==> config.mk <==
export PLATFORM = sky130hd
export DESIGN_NAME = qpt_filter_lane
export DESIGN_NICKNAME = d
export VERILOG_FILES = /design/src/qpt_pkg.sv /design/src/qpt_filter_lane.sv
export SDC_FILE = /design/constraint.sdc
export NUM_CORES = 1
export LEC_CHECK = 0
export BUFFER_PORTS_ARGS = -buffer_cell sky130_fd_sc_hd__buf_2
export CORE_UTILIZATION = 45
export CTS_CLUSTER_DIAMETER = 150
export DETAILED_ROUTE_END_ITERATION = 8
export PLACE_DENSITY = 0.58
export SYNTH_ARGS = -nofsm -noshare
export SYNTH_HDL_FRONTEND = slang
export SYNTH_SLANG_ARGS = --single-unit
==> constraint.sdc <==
create_clock -name clk -period 19.6 [get_ports clk]
set_clock_uncertainty 0.15 [all_clocks]
set_input_delay 3.92 -clock clk [delete_from_list [all_inputs] [get_ports clk]]
set_output_delay 3.92 -clock clk [all_outputs]
set_load 0.005 [all_outputs]
==> src/qpt_pkg.sv <==
// qpt_pkg: shared constants, register indexes and types for the quadrant
// photodiode tracking control block
// no dependencies
package qpt_pkg;

  // default fixed point layout of the filter state
  localparam int SAMPLE_BITS_DEF   = 10;
  localparam int FRACTION_BITS_DEF = 16;

  // port widths
  localparam int SAMPLE_IN_W = 10;
  localparam int ALPHA_W     = 16;
  localparam int GAIN_W      = 12;
  localparam int DB_W        = 11;
  localparam int MAX_STEPS_W = 8;
  localparam int THR_W       = 11;
  localparam int TGT_W       = 12;
  localparam int ERR_OUT_W   = 12;
  localparam int POWER_OUT_W = 12;
  localparam int STEP_W      = 9;
  localparam int CFG_INDEX_W = 3;
  localparam int CFG_DATA_W  = 16;

  // gain is Q4.8, saturated at 10.0
  localparam int GAIN_FRAC_BITS = 8;
  localparam logic [GAIN_W-1:0] GAIN_LIMIT = 12'd2560;

  // register reset values
  localparam logic [ALPHA_W-1:0]     ALPHA_RST     = 16'd3277;
  localparam logic [GAIN_W-1:0]      GAIN_RST      = 12'd256;
  localparam logic [DB_W-1:0]        DEADBAND_RST  = 11'd10;
  localparam logic [MAX_STEPS_W-1:0] MAX_STEPS_RST = 8'd50;
  localparam logic [THR_W-1:0]       THR_RST       = 11'd15;

  // configuration register indexes
  typedef enum logic [CFG_INDEX_W-1:0] {
    REG_FILTER_ALPHA = 3'd0,
    REG_GAIN_X       = 3'd1,
    REG_GAIN_Y       = 3'd2,
    REG_DEADBAND     = 3'd3,
    REG_MAX_STEPS    = 3'd4,
    REG_CONV_THR     = 3'd5,
    REG_AUTO_ENABLE  = 3'd6
  } cfg_reg_t;

  // sequencer strobes to the filter lanes
  typedef struct packed {
    logic diff_en;
    logic mult_en;
    logic upd_en;
  } lane_ctrl_t;

endpackage

==> src/qpt_filter_lane.sv <==
// qpt_filter_lane: one quadrant's exponential filter, three strobed steps
// (difference, split multiply, accumulate)
// depends on qpt_pkg
module qpt_filter_lane #(
  parameter int SAMPLE_BITS   = qpt_pkg::SAMPLE_BITS_DEF,
  parameter int FRACTION_BITS = qpt_pkg::FRACTION_BITS_DEF
) (
  input  logic                            clk,
  input  logic                            rst,
  input  qpt_pkg::lane_ctrl_t             ctrl,
  input  logic [qpt_pkg::ALPHA_W-1:0]     alpha,
  input  logic [qpt_pkg::SAMPLE_IN_W-1:0] sample,
  output logic [SAMPLE_BITS-1:0]          q
);

  localparam int AW   = qpt_pkg::ALPHA_W;
  localparam int FW   = SAMPLE_BITS + FRACTION_BITS;
  localparam int DW   = FW + 1;
  localparam int HW   = DW - AW;
  localparam int PHW  = HW + AW + 1;
  localparam int SUMW = FW + 3;

  logic [FW-1:0]          f;
  logic signed [DW-1:0]   d;
  logic [2*AW-1:0]        p_lo;
  logic signed [PHW-1:0]  p_hi;

  logic [SAMPLE_BITS-1:0] s;
  logic signed [DW-1:0]   d_next;
  logic [2*AW-1:0]        p_lo_next;
  logic signed [PHW-1:0]  p_hi_next;
  logic [SUMW-1:0]        sum;

  // f' = f + floor(alpha * ((s << F) - f) / 2^16), product split at bit 16
  always_comb begin
    s         = (SAMPLE_BITS)'(sample);
    d_next    = $signed({1'b0, s, {FRACTION_BITS{1'b0}}}) - $signed({1'b0, f});
    p_lo_next = {{AW{1'b0}}, alpha} * {{AW{1'b0}}, d[AW-1:0]};
    p_hi_next = $signed({1'b0, alpha}) * $signed(d[DW-1:AW]);
    sum       = {3'b000, f}
              + {{(SUMW-PHW){p_hi[PHW-1]}}, p_hi}
              + {{(SUMW-AW){1'b0}}, p_lo[2*AW-1:AW]};
  end

  always_ff @(posedge clk) begin
    if (rst) begin
      f <= '0;
    end else if (ctrl.upd_en) begin
      f <= sum[FW-1:0];
    end
  end

  always_ff @(posedge clk) begin
    if (ctrl.diff_en) begin
      d <= d_next;
    end
    if (ctrl.mult_en) begin
      p_lo <= p_lo_next;
      p_hi <= p_hi_next;
    end
  end

  assign q = f[FW-1:FRACTION_BITS];

endmodule

# == After elaboration in Yosys (flattened, before gate mapping) ==
# Index checks and enable logic that the tools add are counted.
# word_totals
mem_count,0
inputBits,31
reg_bits,111
ram_bits,0
rom_bits,0
word_cells,9
latch_bits,0
# classes
bitwise_logic,0
eq_ne,0
div,0
addsub,3
n_reduce_logical,0
shifts,0
order_cmp,0
mul,2
n_mux,0
# op_table
operator,n
multiplier 16 x 16 -> 32 bit,1
subtractor 26 x 26 -> 27 bit,1
adder 26 x 16 -> 26 bit,1
adder 26 bit,1
multiplier 17 x 11 -> 26 bit,1

# == Longest topological paths before layout ==
# Gate-level depths: netlist of the first run.
# depth
ltp_word,2
ltp_mapped,23

# == Worst setup path after synthesis of the first run ==
# Ideal clock, no wire load.
# synth_path
path_type,input -> register
from,in alpha[7] (netlist name)
to,reg p_lo[29] (data pin)
t_arrival_ns,9.155
slack_ns,10.032
t_required_ns,19.187
path_stages,23
cell_sequence,clkbuf_1 -> clkbuf_1 -> nand2_1 -> fa_1 -> inv_1 -> fa_1 -> inv_1 -> fa_1 -> inv_1 -> fa_1 -> fa_1 -> inv_1 -> fa_1 -> inv_1 -> ha_1 -> a21o_1 -> a211oi_1 -> o2bb2ai_1 -> a31o_2 -> o31ai_1 -> o21a_1 -> nor2_1 -> xnor2_1
# synth_between
elab_chain_len,1
# synth_rtl
item,line_no,text
start: declaration,qpt_filter_lane.sv:11,"input logic [qpt_pkg::ALPHA_W-1:0] alpha,"
multiplier 16 x 16 -> 32 bit,qpt_filter_lane.sv:38,"p_lo_next = {{AW{1'b0}}, alpha} * {{AW{1'b0}}, d[AW-1:0]};"
named net p_lo_next[29],qpt_filter_lane.sv:30,logic [2*AW-1:0] p_lo_next;
end signal: assignment,qpt_filter_lane.sv:58,p_lo <= p_lo_next;
end: declaration,qpt_filter_lane.sv:25,logic [2*AW-1:0] p_lo;
# The timed path passes the listed nets, and every way through them passes these cells.
# A chain may end at the register's enable or synchronous reset.

# == Final worst setup path of the first run ==
# layout_path
from,in alpha[7] (netlist name)
to,reg p_lo[30] (data pin)
# Same word-level chain as after synthesis.

==> key figures, run 1 <==
Worst setup path
  • Worst path max stage delay: 0.57 ns
  • Top cell by count, worst path: fa_1
  • Worst Path Arrival: 9.74 ns
  • Worst Setup End Kind: register
  • WP depth: 22
  • Worst EP required: 19.62 ns
  • CP top delay family: adder cells
  • Reg2Reg Depth: 18
  • CP cell instances: buf_2, nand2_1, fa_1, inv_1, fa_1, inv_1, fa_1, inv_1, fa_1, fa_1, inv_1, fa_1, inv_1, ha_1, a21o_1, a211oi_1, o2bb2ai_1, a31o_2, o21ai_1, a2bb2oi_1, a31oi_1, a221oi_1
  • Buf/Inv on CP: 6
  • Crit path max fanout: 27
  • Slowest CP cell: fa_1
  • Setup Crit Path Kind: in2reg
  • Worst setup SP type: primary input

Synthesis
  • Synth Register Bits: 95
  • Avg Cell Area, Syn: 9.163 um^2
  • Synth cell types: 68
  • Yosys warns: 0
  • Compound-cell area share of the yosys netlist: 7.567%
  • Mapped Area: 19360 um^2
  • Sequential fraction of the synthesis area: 13.39%
  • Mux share of post-synthesis cell area: 0.6333%
  • Post-Synth XOR/XNOR Area: 3.257%
  • Ys async rst share: 0%
  • Most used DFF post-synth: edfxtp_1
  • Adder-Cell Fraction of Synth Area: 48.76%
  • Post-Synthesis Cells: 2113
  • Post-Syn Nets: 2697
  • Largest family of logic cells by synthesized area: adder cells
  • Synth Area in Simple Gates: 16.39%
  • EDFF count, synth: 69

Placement
  • Placer Congestion: 0.8944
  • Post-DP HPWL: 37130 um
  • DP Area: 19890 um^2
  • Port bufs: 40

CTS
  • CTS resizes: 0
  • Maximum root-to-sink buffer count: 2
  • Postcts setup bufs: 0
  • CTS Buf Count: 9
  • Clock slew at reported path FFs: 0.08 ns
  • Clk_lat worst skew: 0.36 ns
  • CTS tree: yes
  • Root Driver: clkbuf_16
  • Clock Sinks: 95
  • Hold_buf cts: 0
  • H-Tree Level Count: 3

Layout
  • Filler Cell Count: 4110
  • Ant. Diodes: 0
  • Non-Filler Cell Area, Final: 20180 um^2
  • Commonest non-fill, non-tap cell in the layout: inv_1
  • Layout cells sized above 1: 3.457%
  • # nets final: 2662
  • P&R area growth vs syn: 4.220%
  • Most frequent cells in the layout: inv_1, fa_1, nand2_1

Route
  • Pre-antenna DRT Iters: 5
  • Post-DRT Antenna Nets: 0
  • Initial DRC count: 811
  • Drt wl/cell: 18.24 um
  • Vias after detailed routing: 13980
  • Total Wirelength: 47830 um
  • Drt drc: 0
  • Vias per inst: 5.331

STA
  • Hold Worst Slack: 0.3723 ns
  • Worst slew pin tran: 1.107 ns
  • Fmax: 102.9 MHz
  • Final Hold Viols: 0
  • Final worst path period need: 9.721 ns
  • Max-slew violation count: 0
  • Final setup fails: 0
  • Period utilisation layout: 49.60%
  • Max_slew headroom: 26.23%
  • RSZ-0062 raised after global routing: false
  • Setup_tns: 0 ns

Global route
  • Pin count of the biggest net entering global routing: 43
  • Total gr overflow: 0
  • Global-route wire length before repair: 79850 um
  • GR Util All Layers: 23.39%
  • Vias in the first global route: 14800
  • Initial antenna violation count: 2

Worst hold path
  • Hold Path Depth: 0
  • Hold WC Path Type: reg2reg

Status
  • Outcome: finished, final reports clean

Die
  • Die width: 209.4 um
  • FP Rows: 75
  • Core box area: 42230 um^2
  • Initial Util: 45.85%
  • Die area: 43860 um^2
  • Die H: 209.4 um
  • # IOs: 41

Run
  • Max-Cap Viols: 0
worst paths after layout:
check               startpoint                  to  slack, ns
max                   alpha[7]  p_lo[30]$_DFFE_PP_       9.88
min reg2reg  f[0]$_SDFFE_PP0P_      d[0]$_DFFE_PP_       0.37
min          f[0]$_SDFFE_PP0P_      d[0]$_DFFE_PP_       0.37
max reg2reg    d[26]$_DFFE_PP_  p_hi[25]$_DFFE_PP_      12.86
state kept, by name, indices dropped and copies added, names as in the netlist:
name and flops:
d 27, f 26, p_hi 26, p_lo 16
layout make-up:
class                      count  area [um^2]  share of cell area (%)
clock inverter                 7        66.31                  0.3286
timing repair buffer          43        222.7                   1.104
tap                          539        674.4                   3.342
inverter                     417         1565                   7.757
clock buffer                   9        225.2                   1.116
sequential                    95         2592                   12.85
multi-input combinational   1512        14830                   73.51
per-stage QoR:
step / cells / worst slack [ns] / utilization, %
floorplan: 2113 / 10.03 / -
global placement: 2606 / 9.544 / 47.10
detailed placement: 2606 / 9.510 / 47.10
CTS: 2622 / 9.883 / 47.79
global route: 2622 / 9.531 / 47.79
finish: 2622 / 9.879 / 47.79
cells in the mapped netlist (3+ instances only):
cell	n	area (um^2)
ha_1	217	2715
and4_1	3	26.28
a21oi_2	3	26.28
mux2i_1	10	100.1
nand2_1	287	1077
dfxtp_1	26	520.5
nand4_1	11	68.82
o21ai_0	36	180.2
a21o_1	36	270.3
nor3_1	22	110.1
o21ai_1	5	25.02
nand3_1	14	70.07
buf_4	10	75.07
xor2_1	22	192.7
o211ai_1	5	37.54
buf_1	3	11.26
inv_1	416	1562
a31oi_1	10	62.56
or4_1	3	22.52
or2_2	3	18.77
nor2b_1	10	62.56
nand2b_1	17	106.4
edfxtp_1	69	2072
clkbuf_1	76	285.3
nor3b_1	3	22.52
a21boi_0	3	22.52
nor4_1	6	37.54
fa_1	336	6726
o31ai_1	5	37.54
and2_1	181	1132
o21a_1	11	82.58
a211oi_1	12	90.09
nor2_1	70	262.8
and3_1	8	50.05
or3_1	8	50.05
xnor2_1	50	437.9
a21oi_1	58	290.3
a211o_1	5	43.79
o31a_1	3	26.28
o311ai_0	4	35.03
o21bai_1	4	30.03
metal layers:
metal | share of wire [%] | wire [um] | GRT usage, %
met1 | 44 | 21100 | 31.45
met4 | 2.7 | 1298 | 6.364
met2 | 49 | 23260 | 39.90
met5 | 0 | 0 | 0
met3 | 4.5 | 2170 | 2.783
cells by family after synthesis:
kind of cell | after synthesis
XOR/XNOR | 72
flip-flops | 95
AND/OR/NAND/NOR | 652
AO/OA/AOI/OAI | 223
adder cells (fa/ha/maj) | 553
multiplexers | 12
buffers and inverters | 506
worst reg2reg max path: stages, from the launching register on:
cell and delay (ns):
edfxtp_1 0.72, clkinv_1 0.57, nor2_1 0.27, fa_1 0.46, fa_1 0.51, fa_1 0.43
fa_1 0.51, inv_1 0.05, fa_1 0.49, inv_1 0.05, ha_1 0.34, a21oi_1 0.30
nand3_1 0.12, o31a_1 0.29, a311oi_1 0.47, o21ai_1 0.19, o21ai_1 0.27, mux2i_1 0.22
a221oi_1 0.06
Power of run 1 is not shown: default switching activity piles up to over one toggle a cycle in this logic, so the estimate is an artifact.
==> run 2, diff against run 1 <==
- clock period: 19.6 -> 9.4 ns (I/O delays scaled with it)
==> run 2 against run 1 <==
Against the previous run: flip-flop and latch count is the same; via count is essentially flat; sequential share of layout area is essentially flat; setup slack lost 8.3 ns; global-route usage shrank 0.066 points; worst hold slack gained 0.0067 ns; die area is the same; non-clock buffer count grew 1; register-to-register slack lost 10 ns; final cell count is essentially flat; utilization grew 0.13 points; critical path type unchanged; critical endpoint is now p_lo[26]$_DFFE_PP_.
==> key figures, run 2 (synthesis gave the netlist of run 1 again) <==
Die
  • Die H: 209.4 um
  • Die width: 209.4 um
  • # IOs: 41
  • FP Rows: 75
  • Die area: 43860 um^2
  • Initial Util: 45.85%
  • Core box area: 42230 um^2

Layout
  • Most frequent cells in the layout: inv_1, fa_1, nand2_1
  • Largest register by flop count: d
  • Multi-input gate area: 14830 um^2
  • Filler Cell Count: 4112
  • Commonest non-fill, non-tap cell in the layout: inv_1
  • Max reg flops: 27
  • P&R area growth vs syn: 4.504%
  • FF/Latch Area: 2592 um^2
  • # nets final: 2663
  • Ant. Diodes: 0
  • Biggest regs: d: 27 flops, f: 26 flops, p_hi: 26 flops
  • Layout cells sized above 1: 3.503%

Placement
  • Port bufs: 40
  • Placer Congestion: 0.8858
  • Post-DP HPWL: 37450 um

STA
  • RSZ-0062 raised after global routing: false
  • Final setup fails: 0
  • Final worst path period need: 7.772 ns
  • Fmax: 128.7 MHz
  • Max_slew headroom: 22.93%
  • Worst slew pin tran: 1.156 ns
  • Final Hold Viols: 0
  • Setup_tns: 0 ns
  • Period utilisation layout: 82.68%
  • Max-slew violation count: 0

CTS
  • Hold_buf cts: 0
  • CTS tree: yes
  • CTS resizes: 0
  • Clock Sinks: 95
  • Clk_lat worst skew: 0.36 ns
  • Clock slew at reported path FFs: 0.08 ns
  • Postcts setup bufs: 0
  • Root Driver: clkbuf_16
  • Maximum root-to-sink buffer count: 2
  • CTS Buf Count: 9
  • H-Tree Level Count: 3

Worst setup path
  • Top cell by count, worst path: fa_1
  • Worst Setup End Kind: register
  • Worst path max stage delay: 0.58 ns
  • CP cell instances: buf_2, nand2_1, fa_1, fa_1, fa_1, inv_1, fa_1, fa_1, inv_1, fa_1, inv_1, ha_1, a21o_1, a211oi_1, o2bb2ai_1, a31o_2, o21ai_1, nand3_1, o21ai_1, xor2_1
  • Setup Crit Path Kind: in2reg
  • Worst EP required: 9.36 ns
  • Worst setup SP type: primary input
  • Crit path max fanout: 27
  • Slowest CP cell: buf_2
  • Worst Path Arrival: 7.73 ns

Global route
  • Pin count of the biggest net entering global routing: 43
  • Vias in the first global route: 14660
  • Initial antenna violation count: 1
  • GR Util All Layers: 23.32%
  • Global-route wire length before repair: 79460 um
  • Total gr overflow: 0

Run
  • Max-Cap Viols: 0

Route
  • Pre-antenna DRT Iters: 5
  • Initial DRC count: 711
  • Vias after detailed routing: 13990
  • Vias per inst: 5.332
  • Drt wl/cell: 18.37 um
  • Total Wirelength: 48190 um
  • Drt drc: 0
  • Post-DRT Antenna Nets: 0

Status
  • Outcome: finished, final reports clean

Worst hold path
  • Hold WC Path Type: reg2reg
-- run 2: changes by cell type in the layout (fill, tap and decap cells not counted) --
cell        previous run  this run
clkinvlp_4             1         0
clkinv_2               1         0
buf_4                  3         4
bufinv_16              0         2
-- run 2: per-stage QoR --
step	hold slack [ns]	cells	setup WS, ns	instance area [um^2]	util (%)
4_1_cts	0.3781	2623	1.685	20230	47.92
5_1_grt	0.3930	2623	1.323	20230	47.92
6_report	0.3790	2623	1.628	20230	47.92
3_3_place_gp	0.3574	2607	1.445	19900	47.11
2_1_floorplan	0.3183	2113	1.872	19360	-
3_5_place_dp	0.3667	2607	1.315	19900	47.11
-- run 2: routing by layer --
layer	vias to the layer above	GRT usage (%)	wire length (um)	share of wire [%]
met3	46	2.903	1964	4.1
met5	-	0	0	0
met4	0	5.451	1054	2.2
li1	6523	-	-	-
met2	283	40.03	23620	49
met1	7133	31.39	21550	45
-- run 2: critical path, delay by kind of cell --
family                   cells  cell delay (ns)
AND/OR/NAND/NOR              2             0.38
AO/OA/AOI/OAI                6             1.24
XOR/XNOR                     1             0.09
adder cells (fa/ha/maj)      7             3.38
buffers and inverters        4             0.74
-- run 2: final cells by class --
class,count,area share [%]
clock buffer,9,1.113
clock inverter,7,0.5627
inverter,417,7.736
multi-input combinational,1512,73.31
sequential,95,12.81
tap,539,3.333
timing repair buffer,44,1.138
-- run 2: worst paths after layout --
kind	startpoint	cells past startpoint	slack (ns)	endpoint
worst min-delay path	f[0]$_SDFFE_PP0P_	0	0.38	d[0]$_DFFE_PP_
worst max-delay path	alpha[13]	20	1.63	p_lo[26]$_DFFE_PP_
worst max register to register	d[26]$_DFFE_PP_	18	2.59	p_hi[25]$_DFFE_PP_
worst min register to register	f[0]$_SDFFE_PP0P_	0	0.38	d[0]$_DFFE_PP_
Power of run 2 is left out for the same reason.
