[src/qpt_pkg.sv]
// qpt_pkg: shared constants, register indexes and types for the quadrant
// photodiode tracking control block
// no dependencies
package qpt_pkg;

  // default fixed point layout of the filter state
  localparam int SAMPLE_BITS_DEF   = 10;
  localparam int FRACTION_BITS_DEF = 16;

  // port widths
  localparam int SAMPLE_IN_W = 10;
  localparam int ALPHA_W     = 16;
  localparam int GAIN_W      = 12;
  localparam int DB_W        = 11;
  localparam int MAX_STEPS_W = 8;
  localparam int THR_W       = 11;
  localparam int TGT_W       = 12;
  localparam int ERR_OUT_W   = 12;
  localparam int POWER_OUT_W = 12;
  localparam int STEP_W      = 9;
  localparam int CFG_INDEX_W = 3;
  localparam int CFG_DATA_W  = 16;

  // gain is Q4.8, saturated at 10.0
  localparam int GAIN_FRAC_BITS = 8;
  localparam logic [GAIN_W-1:0] GAIN_LIMIT = 12'd2560;

  // register reset values
  localparam logic [ALPHA_W-1:0]     ALPHA_RST     = 16'd3277;
  localparam logic [GAIN_W-1:0]      GAIN_RST      = 12'd256;
  localparam logic [DB_W-1:0]        DEADBAND_RST  = 11'd10;
  localparam logic [MAX_STEPS_W-1:0] MAX_STEPS_RST = 8'd50;
  localparam logic [THR_W-1:0]       THR_RST       = 11'd15;

  // configuration register indexes
  typedef enum logic [CFG_INDEX_W-1:0] {
    REG_FILTER_ALPHA = 3'd0,
    REG_GAIN_X       = 3'd1,
    REG_GAIN_Y       = 3'd2,
    REG_DEADBAND     = 3'd3,
    REG_MAX_STEPS    = 3'd4,
    REG_CONV_THR     = 3'd5,
    REG_AUTO_ENABLE  = 3'd6
  } cfg_reg_t;

  // sequencer strobes to the filter lanes
  typedef struct packed {
    logic diff_en;
    logic mult_en;
    logic upd_en;
  } lane_ctrl_t;

endpackage

[src/qpt_axis.sv]
// qpt_axis: per-axis deadband, gain multiply, truncation toward zero and
// clamp; also the converged compare for that axis
// depends on qpt_pkg
module qpt_axis #(
  parameter int REL_W = 14
) (
  input  logic                            clk,
  input  logic                            ld,
  input  logic signed [REL_W-1:0]         rel,
  input  logic                            act,
  input  logic [qpt_pkg::GAIN_W-1:0]      gain,
  input  logic [qpt_pkg::DB_W-1:0]        deadband,
  input  logic [qpt_pkg::MAX_STEPS_W-1:0] max_steps,
  input  logic [qpt_pkg::THR_W-1:0]       threshold,
  output logic signed [qpt_pkg::STEP_W-1:0] step,
  output logic                            move,
  output logic                            near
);

  localparam int GW = qpt_pkg::GAIN_W;
  localparam int MW = qpt_pkg::MAX_STEPS_W;
  localparam int PW = REL_W + GW + 1;
  localparam int FB = qpt_pkg::GAIN_FRAC_BITS;

  logic signed [PW-1:0] prod;
  logic                 active;
  logic                 near_r;

  logic [REL_W-1:0]     abs_rel;
  logic [GW-1:0]        gsat;
  logic [PW-1:0]        abs_prod;
  logic [PW-FB-1:0]     mag;
  logic [MW-1:0]        mag_c;

  always_comb begin
    abs_rel  = rel[REL_W-1] ? REL_W'(-rel) : REL_W'(rel);
    gsat     = (gain > qpt_pkg::GAIN_LIMIT) ? qpt_pkg::GAIN_LIMIT : gain;
    abs_prod = prod[PW-1] ? PW'(-prod) : PW'(prod);
    mag      = abs_prod[PW-1:FB];
    mag_c    = (mag > (PW-FB)'(max_steps)) ? max_steps : mag[MW-1:0];
    if (!active) begin
      step = '0;
    end else if (prod[PW-1]) begin
      step = -$signed({1'b0, mag_c});
    end else begin
      step = $signed({1'b0, mag_c});
    end
  end

  // first stage: compares and the product, second stage is the output logic
  always_ff @(posedge clk) begin
    if (ld) begin
      prod   <= $signed({1'b0, gsat}) * rel;
      active <= act && (abs_rel > REL_W'(deadband));
      near_r <= abs_rel < REL_W'(threshold);
    end
  end

  assign move = active;
  assign near = near_r;

endmodule

[config.mk]
export PLATFORM = sky130hd
export DESIGN_NAME = qpt_axis
export DESIGN_NICKNAME = d
export VERILOG_FILES = /design/src/qpt_pkg.sv /design/src/qpt_axis.sv
export SDC_FILE = /design/constraint.sdc
export NUM_CORES = 1
export LEC_CHECK = 0
export ABC_AREA = 1
export BUFFER_PORTS_ARGS = -buffer_cell sky130_fd_sc_hd__buf_2
export CAP_MARGIN = 20
export CORE_UTILIZATION = 24
export DETAILED_ROUTE_END_ITERATION = 6
export PLACE_DENSITY = 0.37
export SLEW_MARGIN = 0
export SYNTH_ARGS = -nofsm -noshare
export SYNTH_HDL_FRONTEND = slang
export SYNTH_SLANG_ARGS = --single-unit
[constraint.sdc]
create_clock -name clk -period 6.7 [get_ports clk]
set_input_delay 0.67 -clock clk [delete_from_list [all_inputs] [get_ports clk]]
set_output_delay 0.67 -clock clk [all_outputs]
set_load 0.02 [all_outputs]
---- After elaboration in Yosys (flattened, before gate mapping) ----
Cells that the tools add are included.
storage, ports and cells
  register bits after elaboration ......... 29
  bits of input ports ..................... 59
  output and inout port bits .............. 11
  word-level logic and storage cells ...... 18
operators by class
  add/subtract/negate cells ............... 3
  multipliers ............................. 1
  order comparisons ....................... 4
  mux-type cells .......................... 6
  reduce and logical (&&, ||, !) cells .... 1
operators with widths
  cell                                             count
  13-bit by 14-bit multiplier with 27-bit output   1
  27-bit two-way mux                               1
  27-bit negator                                   1
  19-bit by 8-bit > comparator with 1-bit output   1
  9-bit two-way mux                                2
  14-bit by 11-bit > comparator with 1-bit output  1
  14-bit by 11-bit < comparator with 1-bit output  1
  14-bit two-way mux                               1
  14-bit negator                                   1
  12-bit > comparator, second input constant       1
  12-bit two-way mux                               1
  8-bit negator with 9-bit output                  1
  8-bit two-way mux                                1
  1-bit logical AND                                1

---- Logic depth before layout (Yosys ltp) ----
Gate-level depths: netlist of the first run.
  depth after elaboration ................. 7
  gate-level depth with buffers ........... 31
  gate-level depth less buffers ........... 30

---- Least setup slack after synthesis of the first run ----
No wires, ideal clock.
  kind .................................... in2reg
  start point ............................. input gain[2] in the netlist's numbering
  end point ............................... register prod[25], data pin
  library setup time ...................... 0.258 ns
  arrival ................................. 6.338 ns
  required time ........................... 6.442 ns
  setup slack ............................. 0.104 ns
  stages .................................. 29
  path through ............................ nor4_1 -> a41oi_1 -> o21ai_0 -> clkbuf_1 -> nand2_1 -> inv_1 -> buf_2 -> nand2_1 -> fa_1 -> fa_1 -> inv_1 -> fa_1 -> fa_1 -> inv_1 -> fa_1 -> inv_1 -> ha_1 -> a21oi_1 -> inv_1 -> o21ai_0 -> o211ai_1 -> a21oi_1 -> inv_1 -> a21oi_1 -> o21ai_1 -> nand2_1 -> nand2_1 -> a21oi_1 -> xnor2_1
on the way
  cells in the longest elaborated chain, start to end .. 3
RTL lines
  item                                              line            text
  from (decl)                                       qpt_axis.sv:11  input logic [qpt_pkg::GAIN_W-1:0] gain,
  12-bit > comparator                               qpt_axis.sv:37  gsat = (gain > qpt_pkg::GAIN_LIMIT) ? qpt_pkg::GAIN_LIMIT : gain;
  12-bit two-way mux *                              qpt_axis.sv:37
  13-bit by 14-bit multiplier with 27-bit output *  qpt_axis.sv:53  prod <= $signed({1'b0, gsat}) * rel;
  to (signal assigned)                              qpt_axis.sv:53
  to (decl)                                         qpt_axis.sv:25  logic signed [PW-1:0] prod;
Mark *: on every way between the ends. The rest lies on a longest branch, timed or not.
A chain may end at the register's enable or synchronous reset.

---- Worst setup path after layout of the first run ----
  start point ............................. input gain[2] in the netlist's numbering
  end point ............................... register prod[26], data pin
The elaborated chain is that of the path after synthesis.

==> run summary, run 1 <==
total grt overflow - 0
slew margin rel. - 0.4676
max cap viols - 0
Nets - 1701
WL final - 27650 um
Avg Inst Size Synth - 7.629 um2
Post-Syn Area - 9353 um2
multi-input logic area - 7233 um2
Leak - 6.097 nW
non-filler cells, final - 1902
Port Buffers - 69
status - finished, violations left
Die Ht - 199.4 um
Placed Cells incl. Taps - 1892
failing checks - DRC
drt pass-1 iters - 7
Critical Path Sink Type - flop
CTS tree - done
Detailed Place HPWL - 24650 um
largest net degree at the start of global routing - 30
cts hold-fix bufs - 0
layout cell share with drive strength beyond 1 - 0.1675
clock-pin transition on the worst setup and hold timing paths - 50 ps
worst setup path category - input pin to flop
worst hold-check path type - input pin to flop
final hold viol count - 0
Root Buffer - clkbuf_16
antenna cells - 0
Initial Util - 0.2460
Pwr per Cell Area - 435.5 nW/um2
Tmin final - 6371 ps
starting DRC count in detailed routing - 338
DR vias - 8014
Clock Path Buffers - 2
die footprint - 39760 um2
final core utilization - 0.2998
unrepaired setup endpoints after global routing - yes
Pins Over Slew Limit - 0
io pins - 70
Area growth, synth to finish - 21.86%
Horiz. Die Dim - 199.4 um
floorplan row count - 71
top fanout value on the critical path - 7
CTS buffer count - 5
critical path startpoint category - input pin
TritonCTS Sinks - 29
yosys warns - 0
final worst-path cycle share - 0.9509
All-Layer GR Usage - 0.1506
worst vdd ir - 0.3160 mV
post-synthesis register bit count - 29
count of final setup violators - 0
Mapped Cells - 1226
Hold Worst Slack - 914.3 ps
Placeable Area - 38020 um2
syn nets - 1537
Worst-Margin Slew - 794.9 ps
sequential-to-total area share from yosys stat - 0.09311
global placement routability congestion - 0.8106
Distinct cells, synth - 38
DR WL/cell - 14.54 um
number of global-route vias before repair - 8881
fillers - 4244
crit path DAT - 6400 ps
initial antenna violation count - 0
Vias/cell - 4.213
fmax - 0.1570 GHz
Sequential cell area - 870.8 um2
# H-tree levels - 2
Residual DRC - 3
first-pass GRT wire length - 46240 um
CP required - 6730 ps
ANT nets after route - 0
==> kinds of logic (layout without fill, tap and decap cells) <==
group | after synthesis | in the layout | share of synthesized area
AND/OR/NAND/NOR | 442 | 442 | 0.1971
XOR/XNOR | 48 | 48 | 0.04495
buffers and inverters | 363 | 528 | 0.1461
adder cells (fa/ha/maj) | 252 | 252 | 0.4639
flip-flops | 29 | 29 | 0.09311
AO/OA/AOI/OAI | 92 | 92 | 0.05485
==> layer usage <==
metal	track usage	vias up	part of all wire
li1	-	3976	-
met1	0.2034	3919	0.48
met2	0.2707	107	0.49
met3	0.01046	12	0.031
met4	0.01357	0	0.0048
met5	0	-	0
==> synth_stat cells <==
master      n  share of area
inv_1     331           0.13
nand2_1   208          0.083
fa_1      158           0.34
nor2_1    151          0.061
ha_1       94           0.13
a21oi_1    44          0.024
nand3_1    38          0.020
edfxtp_1   29          0.093
xor2_1     29          0.027
o21ai_0    25          0.013
clkbuf_1   21         0.0084
xnor2_1    19          0.018
nor3_1     11         0.0059
a31oi_1     7         0.0047
nand3b_1    7         0.0056
nand4_1     6         0.0040
clkinv_1    5         0.0020
nand2_2     5         0.0033
nor2_2      5         0.0033
nor4_1      4         0.0027
buf_2       3         0.0016
nor2_4      3         0.0036
o21ai_1     3         0.0016
inv_2       2        0.00080
nand2_4     2         0.0024
o211ai_1    2         0.0016
o21a_1      2         0.0016
o221ai_1    2         0.0019
a211oi_1    1        0.00080
a21o_1      1        0.00080
a41oi_1     1        0.00094
buf_1       1        0.00040
nand3_2     1         0.0011
o211a_1     1         0.0011
o221a_2     1         0.0012
o31ai_1     1        0.00080
o32ai_1     1        0.00094
or2_0       1        0.00067
==> layout make-up <==
class | count | share of cell area
Multi-Input combinational cell | 834 | 0.6346
Timing Repair Buffer | 182 | 0.1091
Clock inverter | 3 | 0.001098
Sequential cell | 29 | 0.07641
Clock buffer | 5 | 0.01098
Tap cell | 511 | 0.05610
Inverter | 338 | 0.1116
==> critical path, stage by stage <==
cell and delay [ps]:
buf_2 110, nor4_2 260, a41oi_1 150, o21ai_1 190, buf_4 190, nand2_2 100
nor2_2 270, fa_1 540, inv_1 110, fa_1 470, fa_1 570, inv_1 60
fa_1 530, inv_1 50, fa_1 530, inv_1 50, ha_1 290, nand2_1 100
nor4_1 370, buf_4 190, nand3_1 70, nand3_1 110, a31oi_1 100, xor2_1 160
buf_4 140
==> where the power goes <==
part	total (mW)	internal (mW)	switching, mW
Sequential	0.532	0.443	0.0889
Clock	0.206	0.134	0.0727
Combinational	4.23	1.95	2.28
==> worst paths after layout <==
kind,start,endpoint,cells after the start
worst max-delay path,gain[2],prod[26]$_DFFE_PP_,25
worst min-delay path,act,move$_DFFE_PP_,3
==> state kept, by name, summed over array words and instances (netlist names) <==
| signal | count |
|---|---|
| prod | 27 |
| near | 1 |
| move | 1 |
==> per-stage QoR <==
| step | instance area, um2 | power, mW | setup WS (ps) | setup TNS [ps] |
|---|---|---|---|---|
| 3_3_place_gp | 11110 | 4.630 | -326.3 | -1348 |
| 6_report | 11400 | 4.964 | 328.8 | 0 |
| 5_1_grt | 11400 | 5.638 | 5.683 | 0 |
| 3_5_place_dp | 11110 | 4.614 | -317.3 | -1085 |
| 2_1_floorplan | 9353 | 3.045 | 104.2 | 0 |
| 4_1_cts | 11250 | 4.857 | 5.301 | 0 |
==> layout by cell type (no fill, tap or decap), types with 2 or more instances in the layout <==
cell type / count
a21oi_1: 39
a21oi_2: 5
a31oi_1: 7
buf_12: 4
buf_2: 69
buf_4: 109
clkbuf_16: 5
clkinv_1: 7
edfxtp_1: 29
fa_1: 157
ha_1: 90
ha_4: 4
inv_1: 327
inv_2: 5
nand2_1: 202
nand2_2: 11
nand2_4: 2
nand3_1: 38
nand3b_1: 7
nand4_1: 6
nor2_1: 147
nor2_2: 9
nor2_4: 3
nor3_1: 11
nor4_1: 2
o211ai_1: 2
o21a_1: 2
o21ai_0: 23
o21ai_1: 5
o221ai_1: 2
xnor2_1: 19
xor2_1: 29
==> what timing repair did <==
action                                 in CTS  in global routing
resized for setup                           1                 28
cloned                                      0                  0
setup endpoints to repair                   1                  9
endpoints found under the hold margin       0                  0
buffers inserted                            0                  2
pin swaps                                   0                 10
(Power assumes the default switching activity.)
==> run 2: changes to the inputs <==
CORE_MARGIN = 4   (was unset)
PLACE_DENSITY = 0.36   (was 0.37)
clock period = 7.91 ns   (was 6.7 ns; I/O delays follow)
==> run 2 against run 1 <==
Effect of this change: highest routed layer unchanged; critical endpoint is now prod[25]$_DFFE_PP_; core utilization fell by 2.9 points; sequential power fell by 18%; the flow now finishes without violations; largest cell class unchanged; routed wire length down 0.89%; critical path type unchanged; final cell count shrank 5.1%; via count down 5.6%; sequential share of layout area is 0.69 points higher; die area is 6.1% higher; non-clock buffer count decreased by 104; setup slack better by 480 ps; global-route usage is 1.5 points lower; flip-flop and latch count stayed put.
==> run summary, run 2 (same netlist as run 1, synthesis figures left out) <==
max cap viols - 0 (unchanged)
met2 usage - 0.2403 (was 0.2707)
largest net degree at the start of global routing - 36 (was 30)
Hold Worst Slack - 1016 ps (was 914.3 ps)
number of global-route vias before repair - 8153 (was 8881)
CTS tree - done (unchanged)
ANT nets after route - 0 (unchanged)
Initial Util - 0.2426 (was 0.2460)
# H-tree levels - 2 (unchanged)
worst vdd ir - 0.1696 mV (was 0.3160 mV)
antenna cells - 0 (unchanged)
All-Layer GR Usage - 0.1355 (was 0.1506)
unrepaired setup endpoints after global routing - no (was yes)
post-CTS sizing - 0 (was 1)
CTS buffer count - 5 (unchanged)
floorplan row count - 72 (was 71)
total grt overflow - 0 (unchanged)
slew margin rel. - 0.4490 (was 0.4676)
GR Layer Usage met3 - 0.009456 (was 0.01046)
Tmin final - 7102 ps
die footprint - 42190 um2 (was 39760 um2)
busiest grt layer - met2 (unchanged)
setup slack at placement - 429.1 ps (was -317.3 ps)
count of final setup violators - 0 (unchanged)
Placeable Area - 38560 um2 (was 38020 um2)
layout cell share with drive strength beyond 1 - 0.08003 (was 0.1675)
io pins - 70 (unchanged)
global placement routability congestion - 0.8258 (was 0.8106)
Pins Over Slew Limit - 0 (unchanged)
Root Buffer - clkbuf_16 (unchanged)
commonest non-fill, non-tap cell in the layout - inv_1 (unchanged)
worst hold-check path type - input pin to flop (unchanged)
critical path startpoint category - input pin (unchanged)
initial antenna violation count - 0 (unchanged)
Nets - 1597 (was 1701)
top fanout value on the critical path - 13 (was 7)
starting DRC count in detailed routing - 412 (was 338)
Port Buffers - 69 (unchanged)
CP required - 7940 ps (was 6730 ps)
Detailed Place HPWL - 24180 um (was 24650 um)
Residual DRC - 0 (was 3)
Horiz. Die Dim - 205.4 um (was 199.4 um)
first-pass GRT wire length - 44660 um (was 46240 um)
grt met1 use - 0.1856 (was 0.2034)
CP startpoint - gain[2] (unchanged)
Min-Delay Path Depth - 3 (unchanged)
final worst-path cycle share - 0.8979
status - complete, no violations (was finished, violations left)
postcts setup bufs - 0 (unchanged)
Critical Path Sink Type - flop (unchanged)
max FFs per register - 27 (unchanged)
crit path DAT - 7130 ps (was 6400 ps)
Leak - 5.582 nW (was 6.097 nW)
Clock Path Buffers - 2 (unchanged)
Worst-Margin Slew - 822.6 ps (was 794.9 ps)
DR WL/cell - 15.18 um (was 14.54 um)
Vias/cell - 4.193 (was 4.213)
Pwr per Cell Area - 326.2 nW/um2 (was 435.5 nW/um2)
fmax - 0.1408 GHz
drt pass-1 iters - 6 (was 7)
register name with the most flops - prod (unchanged)
TritonCTS Sinks - 29 (unchanged)
Die Ht - 205.4 um (was 199.4 um)
final hold viol count - 0 (unchanged)
Worst setup endpoint - prod[25]$_DFFE_PP_ (was prod[26]$_DFFE_PP_)
clock-pin transition on the worst setup and hold timing paths - 50 ps (about the same)
WL final - 27400 um (was 27650 um)
worst setup path category - input pin to flop (unchanged)
most frequent cells in the layout - inv_1 (331), nand2_1 (208), fa_1 (158), nor2_1 (151), ha_1 (94) (was inv_1 (327), nand2_1 (202), fa_1 (157), nor2_1 (147), buf_4 (109))
DR vias - 7568 (was 8014)
final setup margin - 807.8 ps (was 328.8 ps)
setup tns final - 0 ps (unchanged)
Area growth, synth to finish - 11.77% (was 21.86%)
cts hold-fix bufs - 0 (unchanged)
run 2: how the worst min path moves through the flow:
| stage | startpoint | end | slack (ps) |
|---|---|---|---|
| 3_5_place_dp | near$_DFFE_PP_ | near | 1240 |
| 2_1_floorplan | ld | move$_DFFE_PP_ | 900 |
| 4_1_cts | act | move$_DFFE_PP_ | 980 |
| 6_report | act | move$_DFFE_PP_ | 1020 |
| 5_1_grt | act | move$_DFFE_PP_ | 1010 |
| 3_3_place_gp | near$_DFFE_PP_ | near | 1250 |
run 2: report_power, final:
| part | leakage, nW | switching [mW] | internal, mW |
|---|---|---|---|
| Combinational | 5.23 | 1.71 | 1.08 |
| Clock | 0.0687 | 0.0681 | 0.114 |
| Sequential | 0.283 | 0.0633 | 0.374 |
| Total | 5.58 | 1.84 | 1.57 |
run 2: routing by layer:
layer,up-vias,share of wire,wire (um)
li1,3766,-,-
met1,3679,0.47,12990
met2,112,0.48,13270
met3,11,0.033,904
met4,0,0.0087,238
met5,-,0,0
run 2: critical path, stage by stage:
cell and delay [ps]:
buf_2 110, nor4_1 250, a41oi_1 120, o21ai_0 220, buf_4 210, nand2_1 390
nor2_1 480, fa_1 530, fa_1 580, fa_1 430, fa_1 500, inv_1 60
fa_1 520, inv_1 40, ha_1 360, nand2_1 150, nor2_1 60, o21ai_0 70
o211ai_1 100, a21oi_1 340, inv_1 90, a21oi_1 240, o21ai_1 130, nand2_1 70
nand2_1 50, a21oi_1 140, xnor2_1 80
run 2: metrics by stage:
step                instance area [um2]  total power, mW  std cells  utilization
detailed placement                10320            3.297       1797       0.2676
global route                      10450            3.955       1805       0.2711
global placement                  10320            3.316       1797       0.2676
finish                            10450            3.410       1805       0.2711
CTS                               10450            3.500       1805       0.2711
floorplan                          9353            2.579       1226            -
run 2: layout make-up:
cell class | instances | area (um2)
fillers | 4405 | 28100
flip-flops and latches | 29 | 870.8
clock buffers | 5 | 125.1
multi-input cells | 834 | 7116
well taps | 518 | 648.1
clock inverters | 3 | 12.51
inverters | 338 | 1269
repair buffers | 78 | 412.9
